### src/design/baro_temp_pressure_compensation_assert.svh
// ----------------------------------------------------------------------------
// Assertion macros for the barometer compensation block
// Concurrent assertion wrappers, compiled out when SYNTHESIS is defined.
// ----------------------------------------------------------------------------
`ifndef BARO_TEMP_PRESSURE_COMPENSATION_ASSERT_SVH
`define BARO_TEMP_PRESSURE_COMPENSATION_ASSERT_SVH

`ifndef SYNTHESIS

// Plain property, checked on every clock edge outside reset
`define BTPC_ASSERT(lbl, clk, rst_n, prop) \
  lbl: assert property (@(posedge clk) disable iff (!rst_n) (prop)) \
    else $error("btpc assertion failed");

// Implication: when ante holds, cons must hold in the same cycle
`define BTPC_ASSERT_IMPL(lbl, clk, rst_n, ante, cons) \
  lbl: assert property (@(posedge clk) disable iff (!rst_n) (ante) |-> (cons)) \
    else $error("btpc implication failed");

// Implication: when ante holds, cons must hold in the next cycle
`define BTPC_ASSERT_NEXT(lbl, clk, rst_n, ante, cons) \
  lbl: assert property (@(posedge clk) disable iff (!rst_n) (ante) |=> (cons)) \
    else $error("btpc next-cycle check failed");

`else

`define BTPC_ASSERT(lbl, clk, rst_n, prop)
`define BTPC_ASSERT_IMPL(lbl, clk, rst_n, ante, cons)
`define BTPC_ASSERT_NEXT(lbl, clk, rst_n, ante, cons)

`endif

`endif

### src/design/btpc_pkg.sv
// ----------------------------------------------------------------------------
// Barometer compensation package
// Payload types, coefficient set, register indexes and fixed constants.
// ----------------------------------------------------------------------------
package btpc_pkg;

  localparam int COEFF_W    = 16;
  localparam int RAW_W      = 24;
  localparam int TEMP_W     = 20;
  localparam int PRES_W     = 48;
  localparam int CFG_IDX_W  = 3;
  localparam int NUM_STAGES = 9;

  // Temperature thresholds in 0.01 C
  localparam logic signed [TEMP_W-1:0] TEMP_BASE = 20'sd2000;
  localparam logic signed [TEMP_W-1:0] TEMP_VLOW = -20'sd1500;
  localparam logic signed [TEMP_W:0]   VLOW_OFS  = 21'sd1500;

  // Register indexes of the configuration port
  typedef enum logic [CFG_IDX_W-1:0] {
    REG_SENS     = 3'd0,
    REG_OFF      = 3'd1,
    REG_TCS      = 3'd2,
    REG_TCO      = 3'd3,
    REG_TREF     = 3'd4,
    REG_TEMPSENS = 3'd5
  } reg_idx_e;

  typedef struct packed {
    logic [COEFF_W-1:0] sens;
    logic [COEFF_W-1:0] off;
    logic [COEFF_W-1:0] tcs;
    logic [COEFF_W-1:0] tco;
    logic [COEFF_W-1:0] tref;
    logic [COEFF_W-1:0] tempsens;
  } coeff_t;

  typedef struct packed {
    logic [RAW_W-1:0] raw_pressure;
    logic [RAW_W-1:0] raw_temperature;
  } in_item_t;

  typedef struct packed {
    logic signed [TEMP_W-1:0] temperature;
    logic signed [PRES_W-1:0] pressure_fixed;
  } out_item_t;

endpackage

### src/design/btpc_cfg_regs.sv
// ----------------------------------------------------------------------------
// Calibration register file
// Decodes writes to the six calibration words; other indexes are ignored.
// ----------------------------------------------------------------------------
module btpc_cfg_regs (
  input  logic                               clk_i,
  input  logic                               rst_ni,
  input  logic                               cfg_we_i,
  input  logic [btpc_pkg::CFG_IDX_W-1:0]     cfg_idx_i,
  input  logic [btpc_pkg::COEFF_W-1:0]       cfg_data_i,
  output btpc_pkg::coeff_t                   coeff_o
);

  btpc_pkg::coeff_t coeff_q, coeff_d;

  // Write decode
  always_comb begin
    coeff_d = coeff_q;
    if (cfg_we_i) begin
      unique case (btpc_pkg::reg_idx_e'(cfg_idx_i))
        btpc_pkg::REG_SENS:     coeff_d.sens     = cfg_data_i;
        btpc_pkg::REG_OFF:      coeff_d.off      = cfg_data_i;
        btpc_pkg::REG_TCS:      coeff_d.tcs      = cfg_data_i;
        btpc_pkg::REG_TCO:      coeff_d.tco      = cfg_data_i;
        btpc_pkg::REG_TREF:     coeff_d.tref     = cfg_data_i;
        btpc_pkg::REG_TEMPSENS: coeff_d.tempsens = cfg_data_i;
        default:                coeff_d          = coeff_q;
      endcase
    end
  end

  always_ff @(posedge clk_i or negedge rst_ni) begin
    if (!rst_ni) begin
      coeff_q <= '0;
    end else begin
      coeff_q <= coeff_d;
    end
  end

  assign coeff_o = coeff_q;

endmodule
### config.mk
export PLATFORM = sky130hd
export DESIGN_NAME = btpc_cfg_regs
export DESIGN_NICKNAME = d
export VERILOG_FILES = /design/src/design/baro_temp_pressure_compensation_assert.svh /design/src/design/btpc_pkg.sv /design/src/design/btpc_cfg_regs.sv
export SDC_FILE = /design/constraint.sdc
export NUM_CORES = 1
export LEC_CHECK = 0
export BUFFER_PORTS_ARGS = -buffer_cell sky130_fd_sc_hd__buf_2
export CORE_MARGIN = 3
export CORE_UTILIZATION = 52
export CTS_BUF_LIST = sky130_fd_sc_hd__clkbuf_8
export DETAILED_ROUTE_END_ITERATION = 7
export PLACE_DENSITY = 0.83
export SETUP_SLACK_MARGIN = 0.05
export SYNTH_ARGS = -nofsm -noshare
export SYNTH_HDL_FRONTEND = slang
export SYNTH_SLANG_ARGS = --single-unit
### constraint.sdc
create_clock -name clk_i -period 1 [get_ports clk_i]
set_input_delay 0.05 -clock clk_i [delete_from_list [all_inputs] [get_ports clk_i]]
set_output_delay 0.05 -clock clk_i [all_outputs]
set_load 0.03 [all_outputs]
==> reports/results.txt <==
Worst-skew pair later-pin latency - 0.34 ns
Min Tclk post-route - 1.00 ns
Final hold vios - 0
Crit path launch type - register
Die Y-Extent - 90.1 um
Peak VDD IR - 0.00136 V
Worst EP arrival - 0.95 ns
Pre-CTS setup slack - -0.207 ns
H-tree levels - 3
Overall power - 13.8 mW
Critical path capture point type - output port
Most common cell after layout, fill and taps aside - buf_6
CP max FO - 2
Initial antenna violation count - 0
CTS tree - yes
DRC - 0
Slowest stage delay, CP - 0.44 ns
Clock Path Buffers - 2
IO Pins - 118
Final ANT Viol Nets - 0
First-pass GRT wire length - 16000 um
P per Cell Area - 2370 nW/um^2
Grt ovf - 0
Worst Path Buf+Inv - 1
Cell count after placement - 424
Core region area - 6830 um^2
Die Width - 90.1 um
RSZ-0062 raised after global routing - true
WHS - 0.0177 ns
Fin crit share - 1.00
Share of layout cells above drive strength 1 - 0.732
Commonest non-fill, non-tap cells in the layout - buf_6, dfrtp_1, mux2_2, buf_4, mux2_4
Clk root buf - clkbuf_8
Clk_skew - 0 ns
Worst-Margin Slew - 0.290 ns
Syn Nets - 230
Yosys reg bits - 96
Vias post-DR - 2537
Slew Limit Fails - 0
Sequential fraction of the synthesis area - 0.653
MaxCap Viol Count - 0
Status - completed
Vias per cell - 5.17
Slew margin rel. - 0.807
Avg Inst Size Synth - 17.7 um^2
Required time of the critical path - 0.95 ns
Port bufs - 117
Row cnt - 30
DRT iter0 DRCs - 78
TritonCTS Buffers - 9
Mapped Area - 3680 um^2
DP Wirelength - 5550 um
Max frequency - 1000 MHz
ANT cells - 0
Worst hold path class - input port to register
Final setup viols - 0
Vias in the first global route - 2823
Area grow syn2layout - 58.9%
Initial Util - 0.538
GP Congestion - 0.770
CTS Sinks - 96
Cells after Synth - 208
Max stage delay cell, worst path - dfrtp_1
Largest net degree at the start of global routing - 55
P_leak - 2.82 nW
Final worst slack - 0.000113 ns
CP Class - register to output port
Clk slew on worst S/H paths - 0.10 ns
Drt first pass iters - 4
Cell Chain, Critical Path - buf_6
Total Routed Length - 10800 um
GRT Resource Usage Total - 0.255
Top cell family by delay on the critical path - flip-flops
Utilization after layout - 0.856
Yosys cell types - 10
Die ar. - 8120 um^2
Routed WL per cell - 21.9 um
Max reg flops - 96
NumNets Final - 414
YS warnings - 0
Final Non-Filler Cells - 491
## report_power, final
part	internal, mW	total (mW)	switching [mW]	leakage (nW)
sequential	4.74	5.49	0.747	1.15
combinational	3.02	5.86	2.84	1.58
clock	1.14	2.49	1.35	0.0876
## kinds of logic (layout without fill, tap and decap cells)
group,after synthesis,after routing,share of synthesized area
buffers and inverters,10,197,0.0282
DFF,96,96,0.653
and+or+nand+nor,6,6,0.0248
muxes,96,96,0.294
## cell usage after synthesis
| library cell | count | share of area |
|---|---|---|
| dfrtp_1 | 96 | 0.65 |
| mux2_2 | 95 | 0.29 |
| buf_6 | 7 | 0.021 |
| and4bb_2 | 2 | 0.0068 |
| buf_2 | 2 | 0.0027 |
| nand4b_2 | 2 | 0.0082 |
| and4bb_1 | 1 | 0.0034 |
| buf_8 | 1 | 0.0041 |
| mux2_1 | 1 | 0.0031 |
| nor4b_4 | 1 | 0.0065 |
## metal layers
layer	GRT usage	vias to the layer above	wire, um
met5	0	-	0
met4	0.0587	0	133
met3	0.0703	14	590
met2	0.437	96	5570
met1	0.324	1326	4470
li1	-	1101	-
## through the flow
step / instance area [um^2] / setup TNS [ns]
2_1_floorplan: 3860 / -6.12
3_3_place_gp: 4630 / -12.25
3_5_place_dp: 4630 / -14.45
4_1_cts: 5730 / 0
5_1_grt: 5850 / -0.270
6_report: 5850 / 0
## path summary, 6_finish.rpt
kind | startpoint | end | slack, ns | depth (start not counted)
hold reg to reg | coeff_o[37] | coeff_o[37] | 0.54 | 1
hold / removal | cfg_data_i[3] | coeff_o[19] | 0.02 | 2
setup reg to reg | coeff_o[42] | coeff_o[42] | 0.02 | 2
setup / recovery | coeff_o[42] | coeff_o[42] | 0.0001 | 1
min in group asynchronous | rst_ni | coeff_o[57] | 0.23 | 3
max in group asynchronous | rst_ni | coeff_o[4] | 0.50 | 3
## timing repair
item	in CTS	in global routing
hold endpoints to repair	111	0
setup buffers	31	14
resized for setup	191	4
hold buffers	8	0
endpoints found under the setup margin	96	101
## layout make-up
type | count | area, um^2
clock inverter | 5 | 58.8
clock buffer | 9 | 124
fill | 317 | 985
timing repair buffer | 183 | 1810
multi-input combinational | 102 | 1330
tap | 96 | 120
sequential | 96 | 2400
Power figures use the tool's default switching activity.
